`src/rtl/core/axis_angle_rotation_matrix_macros.svh`:
```
// assertion helpers for the rotation matrix block
`ifndef AXIS_ANGLE_ROTATION_MATRIX_MACROS_SVH
`define AXIS_ANGLE_ROTATION_MATRIX_MACROS_SVH

// same-cycle implication
`define AARM_ASSERT_IMP(lbl, ck, rst_n, ante, cons) \
	lbl: assert property (@(posedge ck) disable iff (!rst_n) (ante) |-> (cons)) \
		else $error("assertion failed");

// next-cycle implication
`define AARM_ASSERT_NXT(lbl, ck, rst_n, ante, cons) \
	lbl: assert property (@(posedge ck) disable iff (!rst_n) (ante) |=> (cons)) \
		else $error("assertion failed");

`endif

```
`src/rtl/core/aarm_pkg.sv`:
```
package aarm_pkg;

	localparam int FRAC_BITS     = 14;
	localparam int CORDIC_STAGES = 16;
	localparam int ATAN_LEN      = 24;
	localparam int CSTG          = (CORDIC_STAGES < ATAN_LEN) ? CORDIC_STAGES : ATAN_LEN;
	localparam int IW            = $clog2(ATAN_LEN);
	localparam int CORD_FRAC     = 30;
	localparam int OUT_FRAC      = 14;
	localparam int ANG_SH        = CORD_FRAC - 13;
	localparam int CW            = 34;
	localparam int ZW            = 36;
	localparam int TW            = FRAC_BITS + 2;
	localparam int RS            = CORD_FRAC - FRAC_BITS;
	localparam int LEN_W         = 32;
	localparam int N_W           = 48;
	localparam int ROOT_W        = 24;
	localparam int RW            = ROOT_W + 3;
	localparam int SQ_STEPS      = ROOT_W;
	localparam int QB            = FRAC_BITS + 2;
	localparam int DW            = ROOT_W + QB + 1;
	localparam int NSH           = FRAC_BITS + 8;
	localparam int PW            = 2 * FRAC_BITS + 8;
	localparam int FS            = 2 * FRAC_BITS - OUT_FRAC;

	localparam logic signed [CW-1:0] CORD_GAIN = CW'(652032874);
	localparam logic signed [ZW-1:0] PI_Q30    = ZW'(64'd3373259426);
	localparam logic signed [ZW-1:0] HPI_Q30   = ZW'(64'd1686629713);

	typedef struct packed {
		logic [15:0]      mag_x;
		logic [15:0]      mag_y;
		logic [15:0]      mag_z;
		logic             sgn_x;
		logic             sgn_y;
		logic             sgn_z;
		logic             zero;
		logic [LEN_W-1:0] len2;
	} axis_t;

	typedef struct packed {
		logic signed [CW-1:0] x;
		logic signed [CW-1:0] y;
		logic signed [ZW-1:0] z;
		logic                 flip;
	} cord_t;

	typedef struct packed {
		logic signed [TW-1:0] c;
		logic signed [TW-1:0] s;
	} trig_t;

	typedef struct packed {
		logic [RW-1:0]     rem;
		logic [ROOT_W-1:0] root;
		logic [N_W-1:0]    n;
	} sqrt_t;

	typedef struct packed {
		logic [15:0] mag_x;
		logic [15:0] mag_y;
		logic [15:0] mag_z;
		logic        sgn_x;
		logic        sgn_y;
		logic        sgn_z;
		logic        zero;
		trig_t       trig;
	} sq_side_t;

	typedef struct packed {
		logic [DW-1:0]     rem_x;
		logic [DW-1:0]     rem_y;
		logic [DW-1:0]     rem_z;
		logic [QB-1:0]     q_x;
		logic [QB-1:0]     q_y;
		logic [QB-1:0]     q_z;
		logic [ROOT_W-1:0] root;
	} div_t;

	typedef struct packed {
		logic  sgn_x;
		logic  sgn_y;
		logic  sgn_z;
		logic  zero;
		trig_t trig;
	} dv_side_t;

	typedef struct packed {
		logic [DW-1:0] rem;
		logic          b;
	} dstep_t;

	typedef struct packed {
		logic signed [15:0] r00;
		logic signed [15:0] r01;
		logic signed [15:0] r02;
		logic signed [15:0] r10;
		logic signed [15:0] r11;
		logic signed [15:0] r12;
		logic signed [15:0] r20;
		logic signed [15:0] r21;
		logic signed [15:0] r22;
	} mat_t;

	function automatic logic signed [ZW-1:0] atan_q30(input logic [IW-1:0] i);
		logic [31:0] v;
		case (i)
			5'd0:  v = 32'd843314856;
			5'd1:  v = 32'd497837829;
			5'd2:  v = 32'd263043836;
			5'd3:  v = 32'd133525158;
			5'd4:  v = 32'd67021686;
			5'd5:  v = 32'd33543515;
			5'd6:  v = 32'd16775850;
			5'd7:  v = 32'd8388437;
			5'd8:  v = 32'd4194282;
			5'd9:  v = 32'd2097149;
			5'd10: v = 32'd1048575;
			5'd11: v = 32'd524287;
			5'd12: v = 32'd262143;
			5'd13: v = 32'd131071;
			5'd14: v = 32'd65535;
			5'd15: v = 32'd32767;
			5'd16: v = 32'd16383;
			5'd17: v = 32'd8191;
			5'd18: v = 32'd4095;
			5'd19: v = 32'd2047;
			5'd20: v = 32'd1023;
			5'd21: v = 32'd511;
			5'd22: v = 32'd255;
			5'd23: v = 32'd127;
			default: v = 32'd0;
		endcase
		return ZW'(v);
	endfunction

	function automatic dstep_t div_step(input logic [DW-1:0] rem,
			input logic [ROOT_W-1:0] root);
		logic [DW-1:0] d;
		dstep_t        r;
		d = DW'(root) << (QB - 1);
		if (rem >= d) begin
			r.rem = (rem - d) << 1;
			r.b   = 1'b1;
		end else begin
			r.rem = rem << 1;
			r.b   = 1'b0;
		end
		return r;
	endfunction

endpackage

```
`src/rtl/core/aarm_div_cell.sv`:
```
module aarm_div_cell import aarm_pkg::*; (
	input  logic     clk,
	input  logic     arst_n,
	input  logic     en,
	input  logic     in_valid,
	input  div_t     in_div,
	input  dv_side_t in_side,
	output logic     out_valid,
	output div_t     out_div,
	output dv_side_t out_side
);

	logic     valid_q;
	div_t     div_q;
	dv_side_t side_q;
	div_t     nxt;
	dstep_t   sx;
	dstep_t   sy;
	dstep_t   sz;

	always_comb begin
		sx        = div_step(in_div.rem_x, in_div.root);
		sy        = div_step(in_div.rem_y, in_div.root);
		sz        = div_step(in_div.rem_z, in_div.root);
		nxt.root  = in_div.root;
		nxt.rem_x = sx.rem;
		nxt.rem_y = sy.rem;
		nxt.rem_z = sz.rem;
		nxt.q_x   = {in_div.q_x[QB-2:0], sx.b};
		nxt.q_y   = {in_div.q_y[QB-2:0], sy.b};
		nxt.q_z   = {in_div.q_z[QB-2:0], sz.b};
	end

	always_ff @(posedge clk or negedge arst_n) begin
		if (!arst_n) begin
			valid_q <= 1'b0;
		end else if (en) begin
			valid_q <= in_valid;
		end
	end

	always_ff @(posedge clk) begin
		if (en) begin
			div_q  <= nxt;
			side_q <= in_side;
		end
	end

	assign out_valid = valid_q;
	assign out_div   = div_q;
	assign out_side  = side_q;

endmodule

```
`config.mk`:
```
export PLATFORM = sky130hd
export DESIGN_NAME = aarm_div_cell
export DESIGN_NICKNAME = d
export VERILOG_FILES = /design/src/rtl/core/axis_angle_rotation_matrix_macros.svh /design/src/rtl/core/aarm_pkg.sv /design/src/rtl/core/aarm_div_cell.sv
export SDC_FILE = /design/constraint.sdc
export NUM_CORES = 1
export LEC_CHECK = 0
export BUFFER_PORTS_ARGS = -buffer_cell sky130_fd_sc_hd__buf_2
export CAP_MARGIN = 20
export CORE_AREA = 4 4 179 181
export CTS_CLUSTER_SIZE = 24
export DETAILED_ROUTE_END_ITERATION = 16
export DIE_AREA = 0 0 183 185
export MAX_ROUTING_LAYER = met4
export PLACE_DENSITY = 0.63
export SYNTH_ARGS = -nofsm -noshare
export SYNTH_HDL_FRONTEND = slang
export SYNTH_SLANG_ARGS = --single-unit
```
`constraint.sdc`:
```
create_clock -name clk -period 1.13 [get_ports clk]
set_clock_uncertainty 0.15 [all_clocks]
set_input_delay 0.0565 -clock clk [delete_from_list [all_inputs] [get_ports clk]]
set_output_delay 0.0565 -clock clk [all_outputs]
set_load 0.01 [all_outputs]
```
==> flow_metrics.tcl <==
set metrics [dict create \
    synth_seq_cells 229 \
    timing.hold.ws_ns 0.00327 \
    worstSetupEndpoint "out_div[135]" \
    hpwl_mm 38.3 \
    worstSetupStartpointType "input port" \
    worst_skew_pair.late_latency_ns 0.53 \
    critPathMaxStageDelay_ns 0.47 \
    htreeDepth 1 \
    path_delay_family "simple AND/OR/NAND/NOR gates" \
    worst_slew_pin_slew_ns 0.560 \
    synth.avg_cell_area_um2 12.0 \
    grt_use_total_pct 29.5 \
    core.rowCount 64 \
    io_pins 467 \
    synth_area_leaders "edfxtp_1, ha_1, a21oi_1" \
    p_per_area_nw_per_um2 1250 \
    max_cap_violations 0 \
    p_sw_mw 7.92 \
    cp.required_ns 1.26 \
    crit_chain "buf_2, inv_1, ha_1, nand4_1, or4_4, nor4_4, a311oi_4, o211ai_4, mux2_4" \
    wl_per_cell_um 20.7 \
    syn_inst 1008 \
    cts_tree "yes" \
    via_count 12559 \
    cp-startpoint "in_div[10]" \
    clock.fmax_mhz 457 \
    synthArstFlopShare_pct 0.437 \
    drtIter0Drc 766 \
    path_class "input port to flop" \
    drc 0 \
    power.clock.fraction_pct 29.9 \
    cts.sinks 229 \
    syn_to_final_growth_pct 82.6 \
    slew_viol_final 0 \
    rsz0062_at_grt "yes" \
    p_leak_nw 9.66 \
    outcome "finished with violations" \
    crit-reg2reg-capture "out_valid" \
    antenna_left 0 \
    clk_pin_slew_ns 0.06 \
    cp_slowest_cell "or4_4" \
    p_comb_share_pct 31.1 \
    initial_core_util_pct 39.6 \
    period_minus_slack_ns 2.19 \
    drtPass1Iterations 5 \
    p_int_mw 19.7 \
    setup_viol 307 \
    dieArea_um2 33900 \
    synth_common_cells "edfxtp_1, a21oi_1, nand2_1, ha_1, o21ai_0" \
    critical_path_arrival_ns 2.32 \
    syn_area_um2 12100 \
    yosysMostFrequentCell "edfxtp_1" \
    ir_worst_vdd_uv 988 \
    end_kind "flop" \
    swShare_pct 28.7 \
    drive_above_1_share_pct 51.1 \
    synthDominantCellAreaShare_pct 56.8 \
    r2r_slack_ns 0.22 \
    power_mw 27.6 \
    ys.flop_type "edfxtp_1" \
    utilization_pct 72.4 \
    core-area_um2 30400 \
    cp_num_cells 9 \
    setup_ws_ns -1.06 \
    antenna_found_initial 7 \
    fin_crit_sh_pct 193 \
    r2r-start "out_valid" \
    gp_congestion 0.900 \
    yosys_warnings 0 \
    synth_cell_types 70 \
    grt_max_degree 45 \
    grt_pass1_wl_mm 74.6 \
    fin_setup_tns_ns -102.31 \
    ctsLongestPathBuffers 3 \
    grt_pass1_vias 12697 \
    nets 2358 \
    min_from "in_div[134]" \
    pwr-share-seq_pct 39.0 \
    dieWidth_um 183 \
    portBuffers 460 \
    r2r_cells 1 \
    synth_edf_count 228 \
    violations "setup timing" \
    finalWirelength_mm 51.2 \
    overflow 0 \
    path_buf_inv 2 \
    dp_slack_ns -1.67 \
    final-hold-violation-count 0 \
    hold_path.class "input port to flop" \
    root_buffer "clkbuf_16" \
    die_y_um 185 \
    slew_headroom_pct 62.3 \
    cts_made_buffers 26 \
    critical_path.max_fanout 6 \
    yosys.area.top_type "edfxtp_1" \
    via_per_inst 5.08 \
    ys_seq_area_share_pct 57.0 \
]
area by class of cell:
cell class	instances	area, µm²
well taps	396	495
clock buffers	36	739
multi-input cells	699	5880
inverters	40	235
fillers	2204	8410
repair buffers	1052	7680
flip-flops and latches	229	6870
diodes	8	20.0
clock inverters	12	87.6
through the flow:
stage | instance area (µm²) | instances
2_1_floorplan | 12800 | 1010
4_1_cts | 21600 | 2457
3_5_place_dp | 18000 | 2174
6_report | 22000 | 2472
5_1_grt | 22000 | 2471
3_3_place_gp | 18000 | 2174
worst min path at each step:
stage,to,slack (ns),depth (start not counted)
final,out_div[135],0.003,4
after detailed placement,out_valid,-0.31,1
after floorplan,out_valid,-0.39,0
after global placement,out_valid,-0.31,1
after global routing,out_div[135],0.02,4
after CTS,out_div[92],-0.26,2
logic make-up (layout without fill, tap and decap cells):
kind of cell	after synthesis	count (layout)	synth area share, %
AOI/OAI and AO/OA	262	263	13.5
xor gates and xnor gates	60	60	4.36
adders and majority gates	75	75	7.97
buffers and inverters	83	1140	3.06
DFF	229	229	57.0
muxes	26	26	2.66
other	1	11	0.0311
and+or+nand+nor	272	272	11.4
flip-flops by register name (all words and copies together) (netlist names):
signal	count
out_valid	1
out_div	192
out_side	36
timing repair:
item | CTS | global route
setup buffers | 5 | 7
resized for setup | 94 | 80
pin swaps | 23 | 25
hold endpoints to repair | 413 | 3
hold buffers | 228 | 3
endpoints found under the setup margin | 307 | 307
cloned | 2 | 0
cell usage in the layout (no fill, tap or decap), drive strengths merged, types with 9 or more instances in the layout:
master,instances
nor3,13
nand2,87
nand2b,10
a21o,23
nor4,14
xnor2,27
clkinv,10
o21ai,71
edfxtp,228
a21oi,90
nand3,28
buf,821
clkbuf,36
xor2,33
inv,32
dlygate4sd3,231
mux2,24
ha,72
o211ai,9
nand4,22
a31oi,12
o31ai,13
clkinvlp,9
a211oi,9
nor2,50
power by group through the flow:
stage / sequential, mW / combinational (mW) / clock [mW]
2_1_floorplan: 11.4 / 2.90 / 0
3_3_place_gp: 10.9 / 7.22 / 0
3_5_place_dp: 10.9 / 7.30 / 0
4_1_cts: 10.8 / 8.27 / 8.38
5_1_grt: 10.8 / 9.18 / 8.75
6_report: 10.8 / 8.58 / 8.24
tightest hold or removal path, stage by stage:
cell,delay (ns)
buf_2,0.11
ha_4,0.15
xnor2_1,0.12
mux2_4,0.15
per-layer routing:
metal	share of wire, %	GRT usage (%)
met5	0	-
met4	2.6	7.78
met1	41	36.9
met3	7.0	4.97
met2	50	50.2
Note: power is estimated with default switching activity, not from simulation.
