`src/rtl/core/axis_angle_rotation_matrix_macros.svh`:
```
// assertion helpers for the rotation matrix block
`ifndef AXIS_ANGLE_ROTATION_MATRIX_MACROS_SVH
`define AXIS_ANGLE_ROTATION_MATRIX_MACROS_SVH

// same-cycle implication
`define AARM_ASSERT_IMP(lbl, ck, rst_n, ante, cons) \
	lbl: assert property (@(posedge ck) disable iff (!rst_n) (ante) |-> (cons)) \
		else $error("assertion failed");

// next-cycle implication
`define AARM_ASSERT_NXT(lbl, ck, rst_n, ante, cons) \
	lbl: assert property (@(posedge ck) disable iff (!rst_n) (ante) |=> (cons)) \
		else $error("assertion failed");

`endif

```
`src/rtl/core/aarm_pkg.sv`:
```
package aarm_pkg;

	localparam int FRAC_BITS     = 14;
	localparam int CORDIC_STAGES = 16;
	localparam int ATAN_LEN      = 24;
	localparam int CSTG          = (CORDIC_STAGES < ATAN_LEN) ? CORDIC_STAGES : ATAN_LEN;
	localparam int IW            = $clog2(ATAN_LEN);
	localparam int CORD_FRAC     = 30;
	localparam int OUT_FRAC      = 14;
	localparam int ANG_SH        = CORD_FRAC - 13;
	localparam int CW            = 34;
	localparam int ZW            = 36;
	localparam int TW            = FRAC_BITS + 2;
	localparam int RS            = CORD_FRAC - FRAC_BITS;
	localparam int LEN_W         = 32;
	localparam int N_W           = 48;
	localparam int ROOT_W        = 24;
	localparam int RW            = ROOT_W + 3;
	localparam int SQ_STEPS      = ROOT_W;
	localparam int QB            = FRAC_BITS + 2;
	localparam int DW            = ROOT_W + QB + 1;
	localparam int NSH           = FRAC_BITS + 8;
	localparam int PW            = 2 * FRAC_BITS + 8;
	localparam int FS            = 2 * FRAC_BITS - OUT_FRAC;

	localparam logic signed [CW-1:0] CORD_GAIN = CW'(652032874);
	localparam logic signed [ZW-1:0] PI_Q30    = ZW'(64'd3373259426);
	localparam logic signed [ZW-1:0] HPI_Q30   = ZW'(64'd1686629713);

	typedef struct packed {
		logic [15:0]      mag_x;
		logic [15:0]      mag_y;
		logic [15:0]      mag_z;
		logic             sgn_x;
		logic             sgn_y;
		logic             sgn_z;
		logic             zero;
		logic [LEN_W-1:0] len2;
	} axis_t;

	typedef struct packed {
		logic signed [CW-1:0] x;
		logic signed [CW-1:0] y;
		logic signed [ZW-1:0] z;
		logic                 flip;
	} cord_t;

	typedef struct packed {
		logic signed [TW-1:0] c;
		logic signed [TW-1:0] s;
	} trig_t;

	typedef struct packed {
		logic [RW-1:0]     rem;
		logic [ROOT_W-1:0] root;
		logic [N_W-1:0]    n;
	} sqrt_t;

	typedef struct packed {
		logic [15:0] mag_x;
		logic [15:0] mag_y;
		logic [15:0] mag_z;
		logic        sgn_x;
		logic        sgn_y;
		logic        sgn_z;
		logic        zero;
		trig_t       trig;
	} sq_side_t;

	typedef struct packed {
		logic [DW-1:0]     rem_x;
		logic [DW-1:0]     rem_y;
		logic [DW-1:0]     rem_z;
		logic [QB-1:0]     q_x;
		logic [QB-1:0]     q_y;
		logic [QB-1:0]     q_z;
		logic [ROOT_W-1:0] root;
	} div_t;

	typedef struct packed {
		logic  sgn_x;
		logic  sgn_y;
		logic  sgn_z;
		logic  zero;
		trig_t trig;
	} dv_side_t;

	typedef struct packed {
		logic [DW-1:0] rem;
		logic          b;
	} dstep_t;

	typedef struct packed {
		logic signed [15:0] r00;
		logic signed [15:0] r01;
		logic signed [15:0] r02;
		logic signed [15:0] r10;
		logic signed [15:0] r11;
		logic signed [15:0] r12;
		logic signed [15:0] r20;
		logic signed [15:0] r21;
		logic signed [15:0] r22;
	} mat_t;

	function automatic logic signed [ZW-1:0] atan_q30(input logic [IW-1:0] i);
		logic [31:0] v;
		case (i)
			5'd0:  v = 32'd843314856;
			5'd1:  v = 32'd497837829;
			5'd2:  v = 32'd263043836;
			5'd3:  v = 32'd133525158;
			5'd4:  v = 32'd67021686;
			5'd5:  v = 32'd33543515;
			5'd6:  v = 32'd16775850;
			5'd7:  v = 32'd8388437;
			5'd8:  v = 32'd4194282;
			5'd9:  v = 32'd2097149;
			5'd10: v = 32'd1048575;
			5'd11: v = 32'd524287;
			5'd12: v = 32'd262143;
			5'd13: v = 32'd131071;
			5'd14: v = 32'd65535;
			5'd15: v = 32'd32767;
			5'd16: v = 32'd16383;
			5'd17: v = 32'd8191;
			5'd18: v = 32'd4095;
			5'd19: v = 32'd2047;
			5'd20: v = 32'd1023;
			5'd21: v = 32'd511;
			5'd22: v = 32'd255;
			5'd23: v = 32'd127;
			default: v = 32'd0;
		endcase
		return ZW'(v);
	endfunction

	function automatic dstep_t div_step(input logic [DW-1:0] rem,
			input logic [ROOT_W-1:0] root);
		logic [DW-1:0] d;
		dstep_t        r;
		d = DW'(root) << (QB - 1);
		if (rem >= d) begin
			r.rem = (rem - d) << 1;
			r.b   = 1'b1;
		end else begin
			r.rem = rem << 1;
			r.b   = 1'b0;
		end
		return r;
	endfunction

endpackage

```
`src/rtl/core/aarm_sqrt_cell.sv`:
```
module aarm_sqrt_cell import aarm_pkg::*; (
	input  logic     clk,
	input  logic     arst_n,
	input  logic     en,
	input  logic     in_valid,
	input  sqrt_t    in_sq,
	input  sq_side_t in_side,
	output logic     out_valid,
	output sqrt_t    out_sq,
	output sq_side_t out_side
);

	logic          valid_q;
	sqrt_t         sq_q;
	sq_side_t      side_q;
	sqrt_t         nxt;
	logic [RW-1:0] cur;
	logic [RW-1:0] trial;

	always_comb begin
		cur   = {in_sq.rem[RW-3:0], in_sq.n[N_W-1 -: 2]};
		trial = RW'({in_sq.root, 2'b01});
		nxt.n = in_sq.n << 2;
		if (cur >= trial) begin
			nxt.rem  = cur - trial;
			nxt.root = {in_sq.root[ROOT_W-2:0], 1'b1};
		end else begin
			nxt.rem  = cur;
			nxt.root = {in_sq.root[ROOT_W-2:0], 1'b0};
		end
	end

	always_ff @(posedge clk or negedge arst_n) begin
		if (!arst_n) begin
			valid_q <= 1'b0;
		end else if (en) begin
			valid_q <= in_valid;
		end
	end

	always_ff @(posedge clk) begin
		if (en) begin
			sq_q   <= nxt;
			side_q <= in_side;
		end
	end

	assign out_valid = valid_q;
	assign out_sq    = sq_q;
	assign out_side  = side_q;

endmodule

```
`config.mk`:
```
export PLATFORM = sky130hd
export DESIGN_NAME = aarm_sqrt_cell
export DESIGN_NICKNAME = d
export VERILOG_FILES = /design/src/rtl/core/axis_angle_rotation_matrix_macros.svh /design/src/rtl/core/aarm_pkg.sv /design/src/rtl/core/aarm_sqrt_cell.sv
export SDC_FILE = /design/constraint.sdc
export NUM_CORES = 1
export LEC_CHECK = 0
export BUFFER_PORTS_ARGS = -buffer_cell sky130_fd_sc_hd__buf_2
export CORE_AREA = 2 2 145 147
export DETAILED_ROUTE_END_ITERATION = 10
export DIE_AREA = 0 0 147 149
export HOLD_SLACK_MARGIN = 0.06
export PLACE_DENSITY_LB_ADDON = 0.25
export SETUP_SLACK_MARGIN = 0.1
export SLEW_MARGIN = 25
export SYNTH_ARGS = -nofsm -noshare
export SYNTH_HDL_FRONTEND = slang
export SYNTH_SLANG_ARGS = --single-unit
```
`constraint.sdc`:
```
create_clock -name clk -period 2 [get_ports clk]
set_input_delay 0.4 -clock clk [delete_from_list [all_inputs] [get_ports clk]]
set_output_delay 0.4 -clock clk [all_outputs]
set_load 0.03 [all_outputs]
```
==> summary.txt, run 1 <==
Layout
  • Layout Utilization: 0.562
  • Final Non-Filler Cells: between 1,000 and 1,500
  • Reg area: about 0.0055 sq mm
  • Layout area overhead: 58.6%
  • Fill count: between 1,500 and 2,000
  • Share of post-route cells with drive strength above 1: 0.614
  • Final #Nets: around 1,200
  • Multi-input logic area: 0.00208 sq mm

Pwr
  • Power share of the clock group: 0.333
  • Pwr dens: a little over 900 mW/mm^2
  • Leak Pwr: ~0.0051 uW
  • P_int: ~7400 uW
  • Switching fraction of total power: 0.308
  • Reg power frac: 0.437
  • Psw: around 3300 uW
  • Peak VDD IR: 0.487 mV
  • Logic pwr share: 0.230

Outcome
  • Failing checks: negative setup slack
  • Outcome: complete, but fails checks

Floorplan
  • Rows: between 50 and 60
  • Chip Width: between 100 and 150 microns
  • Vert. Die Dim: ~150 microns
  • Boundary Pins: roughly 370
  • Die area: 0.0219 sq mm
  • Core Region: ~0.021 sq mm
  • Initial Util: 0.354

Worst setup path
  • Cells along the critical path: buf_8 -> ha_4 -> and4_4 -> or3b_4 -> o211ai_4 -> a31oi_4 -> buf_12 -> buf_12 -> buf_12 -> nand2_2 -> o21ai_2
  • R2R Setup Slk: between 1 and 1.5 ns
  • Reg-to-reg startpoint: out_valid$_DFFE_PN0P_
  • WS Path Type: in2reg
  • WP data arrival: 2.28 ns
  • CP most frequent cell: buf_12
  • Crit Path Max Fanout: 7
  • CP bufs+invs: 4
  • Worst setup SP type: input pin
  • Slowest library cell on the worst path: or3b_4
  • Worst EP required: 2.19 ns
  • R2r endpoint: out_valid$_DFFE_PN0P_
  • CP Capture Type: flip-flop
  • Critical Path Max Stage Delay: between 0.3 and 0.4 ns
  • Crit path max-delay family: simple AND/OR/NAND/NOR gates
  • Register-to-Register Path Depth: 1

GRT
  • Global-route wire length before repair: approximately 31,000 microns
  • Pin count of the biggest net entering global routing: between 40 and 50
  • Initial antenna violation count: 2
  • Vias in the first global route: between 5,000 and 6,000
  • Total Routing Usage GR: 0.192
  • GRT overflow: 0

Placement
  • Post-DP HPWL: about 17,000 microns
  • Placer Congestion: between 0.7 and 0.8
  • Number of port buffers: between 300 and 400
  • Placed cells: around 1,200

Timing
  • Worst-margin pin slew: about 0.55 ns
  • Tcrit/Tclk final: 1.05
  • Slew headroom: 0.627
  • Min setup slack post-route: -0.0932 ns
  • Final hold vios: 0
  • Clock skew: 0 ns
  • Unrepaired setup endpoints after global routing: yes
  • Slew Viols, Final: 0
  • Final min period: roughly 2.1 ns
  • F_max: 478 MHz
  • Min Hold Slack: 0.131 ns
  • Final setup vio count: 14

Synthesis
  • Mapped Area: between 0.007 and 0.008 sq mm
  • Synth Warn #: 0
  • Post-synth ARST share: 0.00549
  • Post-synthesis sequential area ratio: 0.750
  • Seq cells post-synth: ~180
  • Ys flop type: edfxtp_1
  • Distinct cells, synth: 57
  • Syn Inst Count: approximately 470
  • Post-synth EDFFs: 181
  • Avg Inst Size Synth: about 16 sq um

Worst hold path
  • Hold Path Class: in2reg
  • Hold path startpoint: in_side[79]
  • Worst Hold Depth: 1
  • End of the worst hold path: out_side[79]$_DFFE_PP_

Route
  • # DRC: 0
  • Initial DRC count: roughly 250
  • Antenna Nets Post-Route: 0
  • Final WL: 21,700 microns
  • Detailed-router iteration count before antenna repair: 4
  • Via/cell ratio: between 4 and 5
  • Post-detailed-route wirelength per cell: 17.6 microns
  • Vias: between 5,000 and 6,000

Clocking
  • Clock sink count: 182
  • CTS Buffer Depth: 2
  • Clock-pin transition on the worst setup and hold timing paths: about 0.08 ns
  • CTS tree: built
  • Clk root buf: clkbuf_16
  • Cts bufs inserted: 17
  • Worst-Skew Late Latency: around 0.43 ns
  • H-tree level count: 4

Flow run
  • MaxCap Viol Count: 0
per-stage QoR:
stage / cell area [sq um] / worst slack, ns / power, uW / TNS, ns
after floorplan: 7430 / -0.383 / 6020 / -7.76
after global placement: 10300 / -0.585 / 6980 / -14.18
after detailed placement: 10300 / -0.638 / 7010 / -14.93
after CTS: 11400 / -0.0819 / 10800 / -0.888
after global routing: 11500 / -0.128 / 11100 / -1.75
final: 11500 / -0.0932 / 10700 / -1.03
kinds of logic after synthesis:
logic type,share of synthesized area
muxes,0.00447
DFF,0.750
and+or+nand+nor,0.0591
xor gates and xnor gates,0.0253
adders and majority gates,0.0447
other,0.000515
AOI/OAI and AO/OA,0.0911
buffers and inverters,0.0249
Yosys cell counts (3+ instances only):
cell / n / area (sq um)
edfxtp_1: 181 / 5440
nand2_1: 43 / 161
o21ai_0: 41 / 205
inv_1: 29 / 109
ha_1: 26 / 325
a21oi_1: 21 / 105
nor2_1: 15 / 56.3
xor2_1: 11 / 96.3
xnor2_1: 10 / 87.6
buf_2: 7 / 35.0
a21o_1: 6 / 45.0
nand4_1: 5 / 31.3
nand3_1: 4 / 20.0
nor2b_1: 4 / 25.0
o21a_1: 4 / 30.0
or3_1: 4 / 25.0
a41oi_1: 3 / 26.3
clkbuf_1: 3 / 11.3
nor3_1: 3 / 15.0
o211ai_1: 3 / 22.5
worst max-delay path by stage:
stage	slack, ns	depth (start not counted)	from	end
final	-0.09	11	in_sq[81]	out_sq[97]$_DFFE_PP_
after global routing	-0.13	12	in_sq[57]	out_sq[93]$_DFFE_PP_
after CTS	-0.08	11	in_sq[84]	out_sq[93]$_DFFE_PP_
after detailed placement	-0.64	11	in_sq[48]	out_sq[98]$_DFFE_PP_
after global placement	-0.58	10	in_sq[54]	out_sq[80]$_DFFE_PP_
after floorplan	-0.38	9	in_sq[59]	out_sq[80]$_DFFE_PP_
registers in the layout, summed over array words and instances, names as in the netlist:
name and count:
out_side 84, out_sq 97, out_valid 1
what timing repair did:
action	CTS	global route
cloned	2	0
hold buffers	1	0
endpoints found under the hold margin	1	0
setup endpoints to repair	28	28
gates resized for setup	89	36
pin swaps	24	11
buffers inserted	7	2
layout make-up:
cell class | count | share of cell area
Sequential cell | 182 | 0.473
Timing Repair Buffer | 473 | 0.250
Multi-Input combinational cell | 245 | 0.180
Clock buffer | 17 | 0.0368
Tap cell | 275 | 0.0298
Clock inverter | 15 | 0.0195
Inverter | 29 | 0.0112
Antenna cell | 1 | 0.000217
per-layer routing:
metal / wire (microns) / part of all wire / GRT usage / vias up
met5: 13 / 0.00060 / 0 / -
met4: 550 / 0.025 / 0.0688 / 2
met3: 1490 / 0.068 / 0.0581 / 34
met2: 11700 / 0.54 / 0.356 / 202
met1: 7940 / 0.37 / 0.207 / 2677
li1: - / - / - / 2734
cells in the final DEF, fill, tap and decap left out, types with 4 or more instances in the layout:
cell,n
a21o_1,6
a21oi_1,12
a21oi_2,9
buf_12,7
buf_2,353
buf_4,95
buf_6,7
buf_8,7
clkbuf_16,17
clkinv_8,7
edfxtp_1,181
ha_1,11
ha_4,12
inv_1,20
inv_4,5
nand2_1,30
nand2_2,5
nand2_4,8
nand3_1,4
nand4_1,5
nor2_1,13
nor2b_1,4
o21ai_0,16
o21ai_1,13
o21ai_2,14
xnor2_1,10
xor2_1,11
power groups by stage:
stage          Combinational, uW  Clock [uW]  Sequential, uW
3_3_place_gp                2230           0            4750
4_1_cts                     2420        3660            4670
5_1_grt                     2610        3800            4700
6_report                    2460        3560            4670
3_5_place_dp                2250           0            4760
2_1_floorplan                537           0            5480
(Power assumes the default switching activity.)
==> run 2, diff against run 1 <==
RECOVER_POWER = 100   (was not set)
==> run 2 against run 1 <==
The run still ends with negative setup slack left. Global-route usage unchanged. Critical path depth is the same. Count of clock-buffer cells in the layout unchanged. Worst setup slack barely moved. Maximum frequency barely moved. Register-to-register slack about the same.
==> summary.txt, run 2 (synthesis gave the netlist of run 1 again) <==
Worst setup path
  • WP data arrival: between 2 and 2.5 ns
  • Critical Path Max Stage Delay: 0.39 ns
  • CP Depth: 11
  • Slowest library cell on the worst path: or3b_4
  • WS Path Type: in2reg
  • CP Capture Type: flip-flop
  • CP bufs+invs: 4
  • R2r endpoint: out_valid$_DFFE_PN0P_
  • Reg-to-reg startpoint: out_valid$_DFFE_PN0P_
  • Worst EP required: between 2 and 2.5 ns
  • Crit path max-delay family: simple AND/OR/NAND/NOR gates
  • Cells along the critical path: buf_8 -> ha_4 -> and4_4 -> or3b_4 -> o211ai_4 -> a31oi_4 -> buf_12 -> buf_12 -> buf_12 -> nand2_2 -> o21ai_2
  • R2R Setup Slk: between 1 and 1.5 ns
  • Critical Path Sink: out_sq[97]$_DFFE_PP_
  • Worst setup path start: in_sq[81]
  • Worst setup SP type: input pin
  • CP most frequent cell: buf_12
  • Register-to-Register Path Depth: 1
  • Crit Path Max Fanout: 7

Timing
  • Slew headroom: 0.627
  • Unrepaired setup endpoints after global routing: yes
  • Worst-margin pin slew: roughly 0.55 ns
  • Min setup slack post-route: -0.0932 ns
  • Final hold vios: 0
  • Final min period: around 2.1 ns
  • Clock skew: 0 ns
  • Tcrit/Tclk final: 1.05
  • F_max: between 400 and 500 MHz
  • Post-Route Setup TNS: -1.03 ns
  • Slew Viols, Final: 0
  • Final setup vio count: 14

Layout
  • Layout area overhead: 58.6%
  • Cell area after layout: 0.0115 sq mm
  • Share of post-route cells with drive strength above 1: 0.612
  • Commonest non-fill, non-tap cells in the layout: buf_2, edfxtp_1, buf_4
  • Max FFs per register: 97
  • Commonest non-fill, non-tap cell in the layout: buf_2
  • Final #Nets: around 1,200

GRT
  • Initial antenna violation count: 2
  • GRT overflow: 0
  • Global-route wire length before repair: between 30,000 and 40,000 microns
  • Pin count of the biggest net entering global routing: approximately 40
  • Total Routing Usage GR: 0.192
  • Vias in the first global route: around 5,600

Outcome
  • Outcome: complete, but fails checks
  • Failing checks: negative setup slack

Clocking
  • Clock-pin transition on the worst setup and hold timing paths: roughly 0.080 ns
  • Cts bufs inserted: 17
  • H-tree level count: 4
  • CTS Buffer Depth: 2
  • Clock sink count: around 180
  • Worst-Skew Late Latency: 0.43 ns
  • CTS tree: built
  • Clk root buf: clkbuf_16

Flow run
  • MaxCap Viol Count: 0

Route
  • Post-detailed-route wirelength per cell: 17.6 microns
  • Final WL: 21,700 microns
  • Initial DRC count: roughly 250
  • Via/cell ratio: around 4.6
  • # DRC: 0
  • Vias: 5,650
  • Antenna Nets Post-Route: 0
  • Detailed-router iteration count before antenna repair: 4

Floorplan
  • Die area: 0.0219 sq mm
  • Initial Util: 0.354
  • Chip Width: 147 microns
  • Boundary Pins: roughly 370
  • Core Region: around 0.021 sq mm
  • Rows: 53
  • Vert. Die Dim: 149 microns

Worst hold path
  • Hold Path Class: in2reg

Pwr
  • Peak VDD IR: just under 0.5 mV
  • Leak Pwr: 0.00505 uW
  • Pwr dens: approximately 900 mW/mm^2

Placement
  • Number of port buffers: 366
  • Post-DP HPWL: around 17,000 microns
  • Placer Congestion: 0.800
  • DP Area: just over 0.01 sq mm
-- run 2: cell types whose count changed in the layout (fill, tap and decap cells not counted) --
cell / previous run / this run
buf_2: 353 / 351
clkbuf_1: 0 / 2
-- run 2: how the worst min path moves through the flow --
stage,endpoint,depth (start not counted),slack (ns),start
2_1_floorplan,out_valid$_DFFE_PN0P_,0,0.10,arst_n
3_3_place_gp,out_valid$_DFFE_PN0P_,1,0.18,arst_n
3_5_place_dp,out_valid$_DFFE_PN0P_,1,0.18,arst_n
4_1_cts,out_sq[25]$_DFFE_PP_,1,0.11,in_sq[23]
5_1_grt,out_sq[43]$_DFFE_PP_,1,0.11,in_sq[41]
6_report,out_side[79]$_DFFE_PP_,1,0.13,in_side[79]
-- run 2: timing repair --
action,in CTS,in global routing
setup buffers,7,2
cloned,2,0
hold endpoints to repair,1,0
pin swaps,24,11
endpoints found under the setup margin,28,28
gates resized for setup,89,36
hold buffers,1,0
-- run 2: cell type report --
| class | count | area, sq um |
|---|---|---|
| multi-input cells | 245 | 2080 |
| repair buffers | 473 | 2880 |
| clock buffers | 17 | 425 |
| clock inverters | 15 | 225 |
| well taps | 275 | 344 |
| inverters | 29 | 129 |
| flip-flops and latches | 182 | 5460 |
| fillers | 1746 | 9010 |
| diodes | 1 | 2.50 |
-- run 2: through the flow --
step,std cells,power (uW),hold slack (ns),utilization,worst slack (ns)
5_1_grt,1236,11100,0.108,0.561,-0.128
4_1_cts,1234,10800,0.108,0.554,-0.0819
2_1_floorplan,469,6020,0.104,-,-0.383
3_3_place_gp,1193,6980,0.175,0.502,-0.585
6_report,1237,10700,0.131,0.562,-0.0932
3_5_place_dp,1193,7010,0.177,0.502,-0.638
-- run 2: power by group --
part	leakage [uW]	total (uW)	switching, uW	internal (uW)
clock network	0.000312	3560	1710	1850
logic	0.00296	2460	1510	947
registers	0.00178	4670	75.9	4590
-- run 2: per-layer routing --
| metal | global-route usage | routed length [microns] | vias up |
|---|---|---|---|
| li1 | - | - | 2734 |
| met1 | 0.207 | 7940 | 2678 |
| met2 | 0.356 | 11700 | 202 |
| met3 | 0.0581 | 1490 | 34 |
| met4 | 0.0688 | 550 | 2 |
| met5 | 0 | 13 | - |
