$ cat src/rtl/core/axis_angle_rotation_matrix_macros.svh
// assertion helpers for the rotation matrix block
`ifndef AXIS_ANGLE_ROTATION_MATRIX_MACROS_SVH
`define AXIS_ANGLE_ROTATION_MATRIX_MACROS_SVH

// same-cycle implication
`define AARM_ASSERT_IMP(lbl, ck, rst_n, ante, cons) \
	lbl: assert property (@(posedge ck) disable iff (!rst_n) (ante) |-> (cons)) \
		else $error("assertion failed");

// next-cycle implication
`define AARM_ASSERT_NXT(lbl, ck, rst_n, ante, cons) \
	lbl: assert property (@(posedge ck) disable iff (!rst_n) (ante) |=> (cons)) \
		else $error("assertion failed");

`endif

$ cat src/rtl/core/aarm_pkg.sv
package aarm_pkg;

	localparam int FRAC_BITS     = 14;
	localparam int CORDIC_STAGES = 16;
	localparam int ATAN_LEN      = 24;
	localparam int CSTG          = (CORDIC_STAGES < ATAN_LEN) ? CORDIC_STAGES : ATAN_LEN;
	localparam int IW            = $clog2(ATAN_LEN);
	localparam int CORD_FRAC     = 30;
	localparam int OUT_FRAC      = 14;
	localparam int ANG_SH        = CORD_FRAC - 13;
	localparam int CW            = 34;
	localparam int ZW            = 36;
	localparam int TW            = FRAC_BITS + 2;
	localparam int RS            = CORD_FRAC - FRAC_BITS;
	localparam int LEN_W         = 32;
	localparam int N_W           = 48;
	localparam int ROOT_W        = 24;
	localparam int RW            = ROOT_W + 3;
	localparam int SQ_STEPS      = ROOT_W;
	localparam int QB            = FRAC_BITS + 2;
	localparam int DW            = ROOT_W + QB + 1;
	localparam int NSH           = FRAC_BITS + 8;
	localparam int PW            = 2 * FRAC_BITS + 8;
	localparam int FS            = 2 * FRAC_BITS - OUT_FRAC;

	localparam logic signed [CW-1:0] CORD_GAIN = CW'(652032874);
	localparam logic signed [ZW-1:0] PI_Q30    = ZW'(64'd3373259426);
	localparam logic signed [ZW-1:0] HPI_Q30   = ZW'(64'd1686629713);

	typedef struct packed {
		logic [15:0]      mag_x;
		logic [15:0]      mag_y;
		logic [15:0]      mag_z;
		logic             sgn_x;
		logic             sgn_y;
		logic             sgn_z;
		logic             zero;
		logic [LEN_W-1:0] len2;
	} axis_t;

	typedef struct packed {
		logic signed [CW-1:0] x;
		logic signed [CW-1:0] y;
		logic signed [ZW-1:0] z;
		logic                 flip;
	} cord_t;

	typedef struct packed {
		logic signed [TW-1:0] c;
		logic signed [TW-1:0] s;
	} trig_t;

	typedef struct packed {
		logic [RW-1:0]     rem;
		logic [ROOT_W-1:0] root;
		logic [N_W-1:0]    n;
	} sqrt_t;

	typedef struct packed {
		logic [15:0] mag_x;
		logic [15:0] mag_y;
		logic [15:0] mag_z;
		logic        sgn_x;
		logic        sgn_y;
		logic        sgn_z;
		logic        zero;
		trig_t       trig;
	} sq_side_t;

	typedef struct packed {
		logic [DW-1:0]     rem_x;
		logic [DW-1:0]     rem_y;
		logic [DW-1:0]     rem_z;
		logic [QB-1:0]     q_x;
		logic [QB-1:0]     q_y;
		logic [QB-1:0]     q_z;
		logic [ROOT_W-1:0] root;
	} div_t;

	typedef struct packed {
		logic  sgn_x;
		logic  sgn_y;
		logic  sgn_z;
		logic  zero;
		trig_t trig;
	} dv_side_t;

	typedef struct packed {
		logic [DW-1:0] rem;
		logic          b;
	} dstep_t;

	typedef struct packed {
		logic signed [15:0] r00;
		logic signed [15:0] r01;
		logic signed [15:0] r02;
		logic signed [15:0] r10;
		logic signed [15:0] r11;
		logic signed [15:0] r12;
		logic signed [15:0] r20;
		logic signed [15:0] r21;
		logic signed [15:0] r22;
	} mat_t;

	function automatic logic signed [ZW-1:0] atan_q30(input logic [IW-1:0] i);
		logic [31:0] v;
		case (i)
			5'd0:  v = 32'd843314856;
			5'd1:  v = 32'd497837829;
			5'd2:  v = 32'd263043836;
			5'd3:  v = 32'd133525158;
			5'd4:  v = 32'd67021686;
			5'd5:  v = 32'd33543515;
			5'd6:  v = 32'd16775850;
			5'd7:  v = 32'd8388437;
			5'd8:  v = 32'd4194282;
			5'd9:  v = 32'd2097149;
			5'd10: v = 32'd1048575;
			5'd11: v = 32'd524287;
			5'd12: v = 32'd262143;
			5'd13: v = 32'd131071;
			5'd14: v = 32'd65535;
			5'd15: v = 32'd32767;
			5'd16: v = 32'd16383;
			5'd17: v = 32'd8191;
			5'd18: v = 32'd4095;
			5'd19: v = 32'd2047;
			5'd20: v = 32'd1023;
			5'd21: v = 32'd511;
			5'd22: v = 32'd255;
			5'd23: v = 32'd127;
			default: v = 32'd0;
		endcase
		return ZW'(v);
	endfunction

	function automatic dstep_t div_step(input logic [DW-1:0] rem,
			input logic [ROOT_W-1:0] root);
		logic [DW-1:0] d;
		dstep_t        r;
		d = DW'(root) << (QB - 1);
		if (rem >= d) begin
			r.rem = (rem - d) << 1;
			r.b   = 1'b1;
		end else begin
			r.rem = rem << 1;
			r.b   = 1'b0;
		end
		return r;
	endfunction

endpackage

$ cat src/rtl/core/aarm_cordic_cell.sv
module aarm_cordic_cell import aarm_pkg::*; (
	input  logic          clk,
	input  logic          arst_n,
	input  logic          en,
	input  logic [IW-1:0] idx,
	input  logic          in_valid,
	input  cord_t         in_cord,
	input  axis_t         in_axis,
	output logic          out_valid,
	output cord_t         out_cord,
	output axis_t         out_axis
);

	logic                 valid_q;
	cord_t                cord_q;
	axis_t                axis_q;
	cord_t                nxt;
	logic signed [CW-1:0] dx;
	logic signed [CW-1:0] dy;
	logic signed [ZW-1:0] at;

	always_comb begin
		dx  = in_cord.y >>> idx;
		dy  = in_cord.x >>> idx;
		at  = atan_q30(idx);
		nxt = in_cord;
		if (!in_cord.z[ZW-1]) begin
			nxt.x = in_cord.x - dx;
			nxt.y = in_cord.y + dy;
			nxt.z = in_cord.z - at;
		end else begin
			nxt.x = in_cord.x + dx;
			nxt.y = in_cord.y - dy;
			nxt.z = in_cord.z + at;
		end
	end

	always_ff @(posedge clk or negedge arst_n) begin
		if (!arst_n) begin
			valid_q <= 1'b0;
		end else if (en) begin
			valid_q <= in_valid;
		end
	end

	always_ff @(posedge clk) begin
		if (en) begin
			cord_q <= nxt;
			axis_q <= in_axis;
		end
	end

	assign out_valid = valid_q;
	assign out_cord  = cord_q;
	assign out_axis  = axis_q;

endmodule

$ cat config.mk
export PLATFORM = sky130hd
export DESIGN_NAME = aarm_cordic_cell
export DESIGN_NICKNAME = d
export VERILOG_FILES = /design/src/rtl/core/axis_angle_rotation_matrix_macros.svh /design/src/rtl/core/aarm_pkg.sv /design/src/rtl/core/aarm_cordic_cell.sv
export SDC_FILE = /design/constraint.sdc
export NUM_CORES = 1
export LEC_CHECK = 0
export ABC_AREA = 1
export ABC_CLOCK_PERIOD_IN_PS = 950
export BUFFER_PORTS_ARGS = -buffer_cell sky130_fd_sc_hd__clkbuf_2
export CAP_MARGIN = 20
export CORE_MARGIN = 10
export CORE_UTILIZATION = 57
export CTS_CLUSTER_DIAMETER = 150
export DETAILED_ROUTE_END_ITERATION = 6
export PLACE_DENSITY = 0.94
export SYNTH_ARGS = -nofsm -noshare
export SYNTH_HDL_FRONTEND = slang
export SYNTH_SLANG_ARGS = --single-unit
$ cat constraint.sdc
create_clock -name clk -period 0.95 [get_ports clk]
set_input_delay 0.19 -clock clk [delete_from_list [all_inputs] [get_ports clk]]
set_output_delay 0.19 -clock clk [all_outputs]
set_load 0.01 [all_outputs]
==> impl_metrics.py, run 1 <==
metrics = {
    "status": {
        "status": "aborted with a tool error",
        "stop_stage": "clock tree synthesis (4_1_cts)",
        "toolErrorMsg": "[ERROR DPL-0038] Utilization greater than 100%, impossible to legalize",
    },
    "logic_synthesis": {
        "synthXorXnorAreaFrac_pct": 8.46,
        "syn_area_um2": 17800,
        "synthesis.nets": 2826,
        "synth_mux_area_share_pct": 0.0632,
        "synth_fa_ha_area_share_pct": 8.20,
        "synth_compound_area_share_pct": 9.28,
        "synth_cell_types": 49,
        "ys_seq_area_share_pct": 32.0,
        "ys.flop_type": "edfxtp_1",
        "async_flop_share_pct": 0.526,
        "synth_edf_count": 189,
        "syn_avg_cell_area_um2": 7.09,
        "yosys_warnings": 0,
        "synth_top_cell_by_area": "edfxtp_1",
        "synthCells": 2513,
        "synth.top_cell.area_share_pct": 31.9,
        "synth-simple-area-share_pct": 34.6,
        "synth_top_family_by_area": "simple AND/OR/NAND/NOR gates",
        "synth_area_leaders": "edfxtp_1 (32%), nand2_1 (16%), nand3_1 (10%), ha_1 (7.9%), xor2_1 (5.9%)",
        "yosys_register_bits": 190,
    },
    "clock_network": {
        "root_buffer": "clkbuf_16",
        "cts_made_buffers": 17,
        "clockBufferDepth": 2,
        "htreeDepth": 4,
        "cts_repair_resize_count": 538,
        "hold_buffers": 87,
        "cts.sinks": 190,
        "postCtsSetupBuffers": 84,
    },
    "floorplan": {
        "die_w_um": 197,
        "die_height_um": 197,
        "initial_core_util_pct": 57.9,
        "row_count": 64,
        "ios": 388,
    },
    "placed_design": {
        "placed_cell_area_um2": 26600,
        "hpwl_um": 72200,
        "dp_slack_ps": -3650,
        "portBuffers": 387,
        "gp_congestion": 1.14,
    },
}
[stage by stage]
step	instances	TNS, ps	hold slack (ps)
3_5_place_dp	3959	-307520	-30.8
2_1_floorplan	2513	-217340	-106
3_3_place_gp	3959	-270810	-34.0
[Yosys cell counts, types with 6 or more instances]
library cell	instances
a21oi_1	124
ha_1	112
inv_1	217
xor2_1	120
nand3b_1	6
nor3_1	14
nand4_1	23
nand3_2	15
xnor2_1	52
nand3_1	368
buf_2	40
a21boi_0	6
a31oi_1	28
a21o_1	11
nand2_2	28
nor2_2	19
edfxtp_1	189
inv_2	25
clkbuf_1	23
buf_1	9
nor2_1	175
nand2_1	756
o211ai_1	11
o21ai_0	78
[logic make-up after synthesis]
group | count (synthesis)
AND/OR/NAND/NOR | 1418
buffers and inverters | 325
AO/OA/AOI/OAI | 292
flip-flops | 190
XOR/XNOR | 172
adder cells (fa/ha/maj) | 115
multiplexers | 1
==> run 2: changes to the inputs <==
- CORE_UTILIZATION: 57 -> 40
- CTS_CLUSTER_DIAMETER: 150 -> unset
- PLACE_DENSITY: 0.94 -> unset
- PLACE_DENSITY_LB_ADDON: unset -> 0.15
==> impl_metrics.py, run 2 <==
metrics = {
    "placed_design": {
        "portBuffers": 387,
        "gp_congestion": 1.01,
        "dp_slack_ps": -3600,
        "hpwl_um": 64600,
    },
    "route": {
        "first_iter_violations": 1809,
        "num_vias": 23000,
        "wire_per_inst_um": 19.5,
        "routed_wl_um": 85900,
        "antenna_left": 0,
        "vias_per_cell": 5.20,
        "dr.pass1.iters": 6,
        "drc_errors": 0,
    },
    "finish": {
        "final_common_cell": "buf_4",
        "area_growth_pct": 81.3,
        "final_nets": 4120,
        "drive_gt1_share_pct": 52.0,
        "largest_reg_flops": 105,
        "final_cell_mix": "buf_4 (813), nand2_1 (603), clkbuf_2 (379), nand3_1 (219), inv_1 (194)",
    },
    "logic_synthesis": {
        "ys_top_cells_by_count": "nand2_1 (756), nand3_1 (368), inv_1 (217), edfxtp_1 (189), nor2_1 (175)",
        "synth_mux_area_share_pct": 0.0632,
        "async_flop_share_pct": 0.526,
        "synth_fa_ha_area_share_pct": 8.20,
        "syn_area_um2": 17800,
        "ys_seq_area_share_pct": 32.0,
        "synth-simple-area-share_pct": 34.6,
        "synth_top_cell_by_area": "edfxtp_1",
        "synth_compound_area_share_pct": 9.28,
        "yosys_warnings": 0,
        "synth_most_common_cell": "nand2_1",
        "synthesis.nets": 2826,
        "synth_edf_count": 189,
        "synth_top_family_by_area": "simple AND/OR/NAND/NOR gates",
        "synthCells": 2513,
        "yosys_register_bits": 190,
        "synth.top_cell.area_share_pct": 31.9,
        "ys.flop_type": "edfxtp_1",
        "synth_cell_types": 49,
        "synthXorXnorAreaFrac_pct": 8.46,
        "synth_area_leaders": "edfxtp_1 (32%), nand2_1 (16%), nand3_1 (10%), ha_1 (7.9%), xor2_1 (5.9%)",
        "syn_avg_cell_area_um2": 7.09,
    },
    "setup_path": {
        "start_kind": "input pin",
        "path_delay_family": "simple AND/OR/NAND/NOR gates",
        "worstPathArrival_ps": 3890,
        "slowest_delay_ps": 350,
        "r2r-start": "out_valid$_DFFE_PN0P_",
        "cp-end-kind": "flop",
        "critPathSlowestCell": "ha_1",
        "crit_type": "input pin to flop",
        "crit_top_cell": "nand2_1",
        "r2r_end": "out_valid$_DFFE_PN0P_",
        "reg2reg_depth": 1,
        "path_max_fanout": 39,
        "critPathBufInv": 6,
        "cp.required_ps": 1220,
        "r2r_setup_slack_ps": 180,
    },
    "floorplan": {
        "initial_core_util_pct": 40.4,
        "core_area_um2": 44100,
        "die_area_um2": 53400,
        "die_w_um": 231,
        "row_count": 77,
        "die_height_um": 231,
        "ios": 388,
    },
    "sta": {
        "max_freq_mhz": 276,
        "period_share_pct": 381,
        "tns_ps": -280730,
        "worstMarginPinSlew_ps": 351,
        "clock_skew_ps": 0,
        "finalHoldViolCount": 1,
        "setup_viol": 294,
        "layout_min_cycle_time_ps": 3620,
        "fin_hold_ws_ps": -18.6,
        "finalMaxSlewViolations": 0,
        "rsz0062_at_grt": "true",
        "fin_ws_ps": -2670,
        "slew_headroom_pct": 76.3,
    },
    "grt": {
        "grt_max_degree": 40,
        "grt_usage_pct": 30.1,
        "grt_pass1_wl_um": 126000,
        "antenna_found_initial": 5,
        "grt_pass1_vias": 22600,
        "grt_remaining_overflow": 0,
    },
    "clock_network": {
        "cts.sinks": 190,
        "clk_pin_slew_ps": 90,
        "root_buffer": "clkbuf_16",
        "clockBufferDepth": 2,
        "hold_buffers": 88,
        "worstSkewPairLatency_ps": 500,
        "htreeDepth": 4,
        "cts_made_buffers": 17,
        "cts_tree": "yes",
    },
    "power": {
        "finalPower_w": 0.0471,
        "ir_worst_vdd_mv": 1.72,
        "leakage_nw": 15.9,
        "powerDensity_nw_per_um2": 1460,
    },
    "hold_path": {
        "worst_hold_path.endpoint": "out_cord[1]$_DFFE_PP_",
        "hold_class": "input pin to flop",
        "hold_path_startpoint": "in_cord[1]",
        "worstHoldPathCells": 2,
    },
    "status": {
        "status": "complete, but fails checks",
        "violations": "hold timing, setup timing",
    },
    "run": {
        "drv_cap": 0,
    },
}
run 2: what timing repair did:
item / CTS / global route
gates resized for setup: 337 / 294
setup buffers: 41 / 28
setup endpoints to repair: 294 / 294
endpoints found under the hold margin: 88 / 1
pin swaps: 138 / 138
gates cloned: 7 / 2
run 2: cells by family after synthesis:
logic type / count (synthesis)
AND/OR/NAND/NOR: 1418
buffers and inverters: 325
AO/OA/AOI/OAI: 292
flip-flops: 190
XOR/XNOR: 172
adder cells (fa/ha/maj): 115
multiplexers: 1
run 2: layout make-up:
type	instances	area, um^2
Multi-Input combinational cell	1998	14100
Inverter	244	946
Sequential cell	190	5700
Clock buffer	17	425
Timing Repair Buffer	1356	10100
Tap cell	592	741
Antenna cell	5	12.5
Fill cell	3455	11800
Clock inverter	15	228
run 2: routing by layer:
metal | share of wire, % | global-route usage [%] | vias to the layer above | wire length [um]
met2 | 50 | 52.7 | 812 | 43000
met1 | 41 | 36.4 | 11000 | 35100
li1 | - | - | 11000 | -
met3 | 5.8 | 5.16 | 159 | 4990
met4 | 3.3 | 11.1 | 0 | 2840
met5 | 0 | 0 | - | 0
run 2: power breakdown:
group	total [W]	internal (W)	leakage [nW]	switching, W
clock	0.00817	0.00376	0.313	0.00441
combinational	0.0271	0.0129	13.7	0.0141
sequential	0.0119	0.0114	1.86	0.000469
run 2: how the worst max path moves through the flow:
stage | from | endpoint | cells after the start
after floorplan | idx[0] | out_cord[68]$_DFFE_PP_ | 30
after global placement | idx[0] | out_cord[104]$_DFFE_PP_ | 33
after detailed placement | idx[0] | out_cord[104]$_DFFE_PP_ | 33
after CTS | idx[0] | out_cord[104]$_DFFE_PP_ | 32
after global routing | idx[0] | out_cord[104]$_DFFE_PP_ | 34
final | idx[0] | out_cord[68]$_DFFE_PP_ | 31
run 2: through the flow:
stage	utilization [%]	instance area [um^2]	std cells
2_1_floorplan	-	18800	2513
3_3_place_gp	61.8	27200	4215
3_5_place_dp	61.8	27200	4215
4_1_cts	69.8	30800	4383
5_1_grt	73.2	32300	4417
6_report	73.2	32300	4417
Note: power is estimated with default switching activity, not from simulation.
==> run 3: changes to the inputs <==
- ABC_CLOCK_PERIOD_IN_PS: 950 -> 4200
- clock period: 0.95 -> 4.2 ns (I/O delays scaled with it)
==> impl_metrics.py, run 3 (same netlist as run 2, synthesis figures left out) <==
metrics = {
    "sta": {
        "tns_ps": -135,
        "finalMaxSlewViolations": 0,
        "setup_viol": 3,
        "fin_ws_ps": -68.4,
        "layout_min_cycle_time_ps": 4270,
        "finalHoldViolCount": 0,
        "clock_skew_ps": 0,
        "max_freq_mhz": 234,
        "period_share_pct": 102,
        "rsz0062_at_grt": "true",
        "worstMarginPinSlew_ps": 819,
        "slew_headroom_pct": 45.4,
    },
    "route": {
        "first_iter_violations": 1676,
        "wl_met1_um": 33100,
        "wire_per_inst_um": 18.8,
        "met2_length_um": 39600,
        "wl_met3_um": 5340,
        "dr.pass1.iters": 5,
        "vias_per_cell": 5.18,
        "routed_wl_um": 80000,
        "drc_errors": 0,
        "top_layer_used": "met4",
        "num_vias": 22100,
        "antenna_left": 0,
    },
    "grt": {
        "grt_max_degree": 102,
        "grt_usage_pct": 27.5,
        "grt_remaining_overflow": 0,
        "grt_pass1_vias": 20800,
        "grt_pass1_wl_um": 116000,
        "antenna_found_initial": 1,
    },
    "setup_path": {
        "slowest_delay_ps": 350,
        "worstPathArrival_ps": 4520,
        "cp.required_ps": 4450,
        "start_kind": "input pin",
        "path_max_fanout": 9,
        "cp-end-kind": "flop",
        "crit_type": "input pin to flop",
        "critPathSlowestCell": "ha_1",
    },
    "placed_design": {
        "hpwl_um": 63600,
        "gp_congestion": 0.957,
        "portBuffers": 387,
        "dp_slack_ps": -927,
    },
    "floorplan": {
        "die_area_um2": 53400,
        "row_count": 77,
        "die_w_um": 231,
        "die_height_um": 231,
        "ios": 388,
        "core_area_um2": 44100,
        "initial_core_util_pct": 40.4,
    },
    "finish": {
        "largest_reg_flops": 105,
        "final_common_cell": "buf_4",
        "fin_util_pct": 67.1,
        "final_nets": 3971,
        "final_cell_mix": "buf_4 (777), nand2_1 (650), clkbuf_2 (382), nand3_1 (263), inv_1 (204)",
        "area_growth_pct": 66.3,
        "drive_gt1_share_pct": 47.8,
    },
    "power": {
        "leakage_nw": 14.9,
        "powerDensity_nw_per_um2": 334,
        "finalPower_w": 0.00989,
        "ir_worst_vdd_mv": 0.296,
    },
    "clock_network": {
        "htreeDepth": 4,
        "cts_made_buffers": 17,
        "worstSkewPairLatency_ps": 480,
        "clockBufferDepth": 2,
        "cts_tree": "yes",
        "root_buffer": "clkbuf_16",
        "clk_pin_slew_ps": 90,
        "cts.sinks": 190,
        "hold_buffers": 0,
    },
    "status": {
        "status": "complete, but fails checks",
        "violations": "setup timing",
    },
    "hold_path": {
        "hold_class": "input pin to asynchronous set/reset pin",
    },
    "run": {
        "drv_cap": 0,
    },
}
==> run 3: changes by cell type in the layout (fill, tap and decap cells not counted), sizes merged <==
cell	delta
bufbuf	-1
buf	-66
inv	-1
clkbuf	+6
diode	-4
clkinv	+1
dlygate4sd3	-88
==> run 3: layout make-up <==
class,instances,area [um^2]
fillers,3931,14500
multi-input cells,1998,12900
repair buffers,1207,8630
flip-flops and latches,190,5700
inverters,244,960
well taps,592,741
clock buffers,17,425
clock inverters,15,228
diodes,1,2.50
==> run 3: timing repair <==
| action | 4_1_cts | 5_1_grt |
|---|---|---|
| endpoints found under the setup margin | 38 | 63 |
| cloned | 3 | 8 |
| pin swaps | 31 | 111 |
| gates resized for setup | 86 | 417 |
| buffers inserted | 8 | 52 |
==> run 3: metrics by stage <==
stage,area [um^2],std cells,hold slack [ps]
5_1_grt,29600,4264,84.2
6_report,29600,4264,114
3_5_place_dp,26200,4163,509
2_1_floorplan,18100,2513,544
4_1_cts,27300,4206,74.9
3_3_place_gp,26200,4163,491
==> run 3: final timing paths <==
kind / start / slack, ps / cells past startpoint / to
setup reg to reg: out_valid$_DFFE_PN0P_ / 3450 / 1 / out_valid$_DFFE_PN0P_
hold reg to reg: out_valid$_DFFE_PN0P_ / 530 / 1 / out_valid$_DFFE_PN0P_
max in group asynchronous: arst_n / 4000 / 1 / out_valid$_DFFE_PN0P_
setup / recovery: idx[0] / -70 / 31 / out_cord[68]$_DFFE_PP_
hold / removal: arst_n / 110 / 1 / out_valid$_DFFE_PN0P_
min in group clk: in_axis[80] / 520 / 1 / out_axis[80]$_DFFE_PP_
==> run 3: critical path: cells and delay by family <==
kind            cells  cell delay (ps)
buf+inv             8              880
fa+ha+maj           2              470
compound gates      2              370
xor+xnor            2              140
simple gates       17             1800
==> run 3: report_power, final <==
part / total [W] / switching (W) / internal, W / leakage [nW]
Clock: 0.00176 / 0.000917 / 0.000845 / 0.313
Combinational: 0.00547 / 0.00288 / 0.00259 / 12.7
Sequential: 0.00267 / 0.0000925 / 0.00257 / 1.86
==> run 3: routing by layer <==
metal | up-vias | track usage [%]
met5 | - | 0
met3 | 105 | 4.65
met4 | 0 | 7.13
met1 | 10500 | 34.6
met2 | 793 | 47.9
li1 | 10700 | -
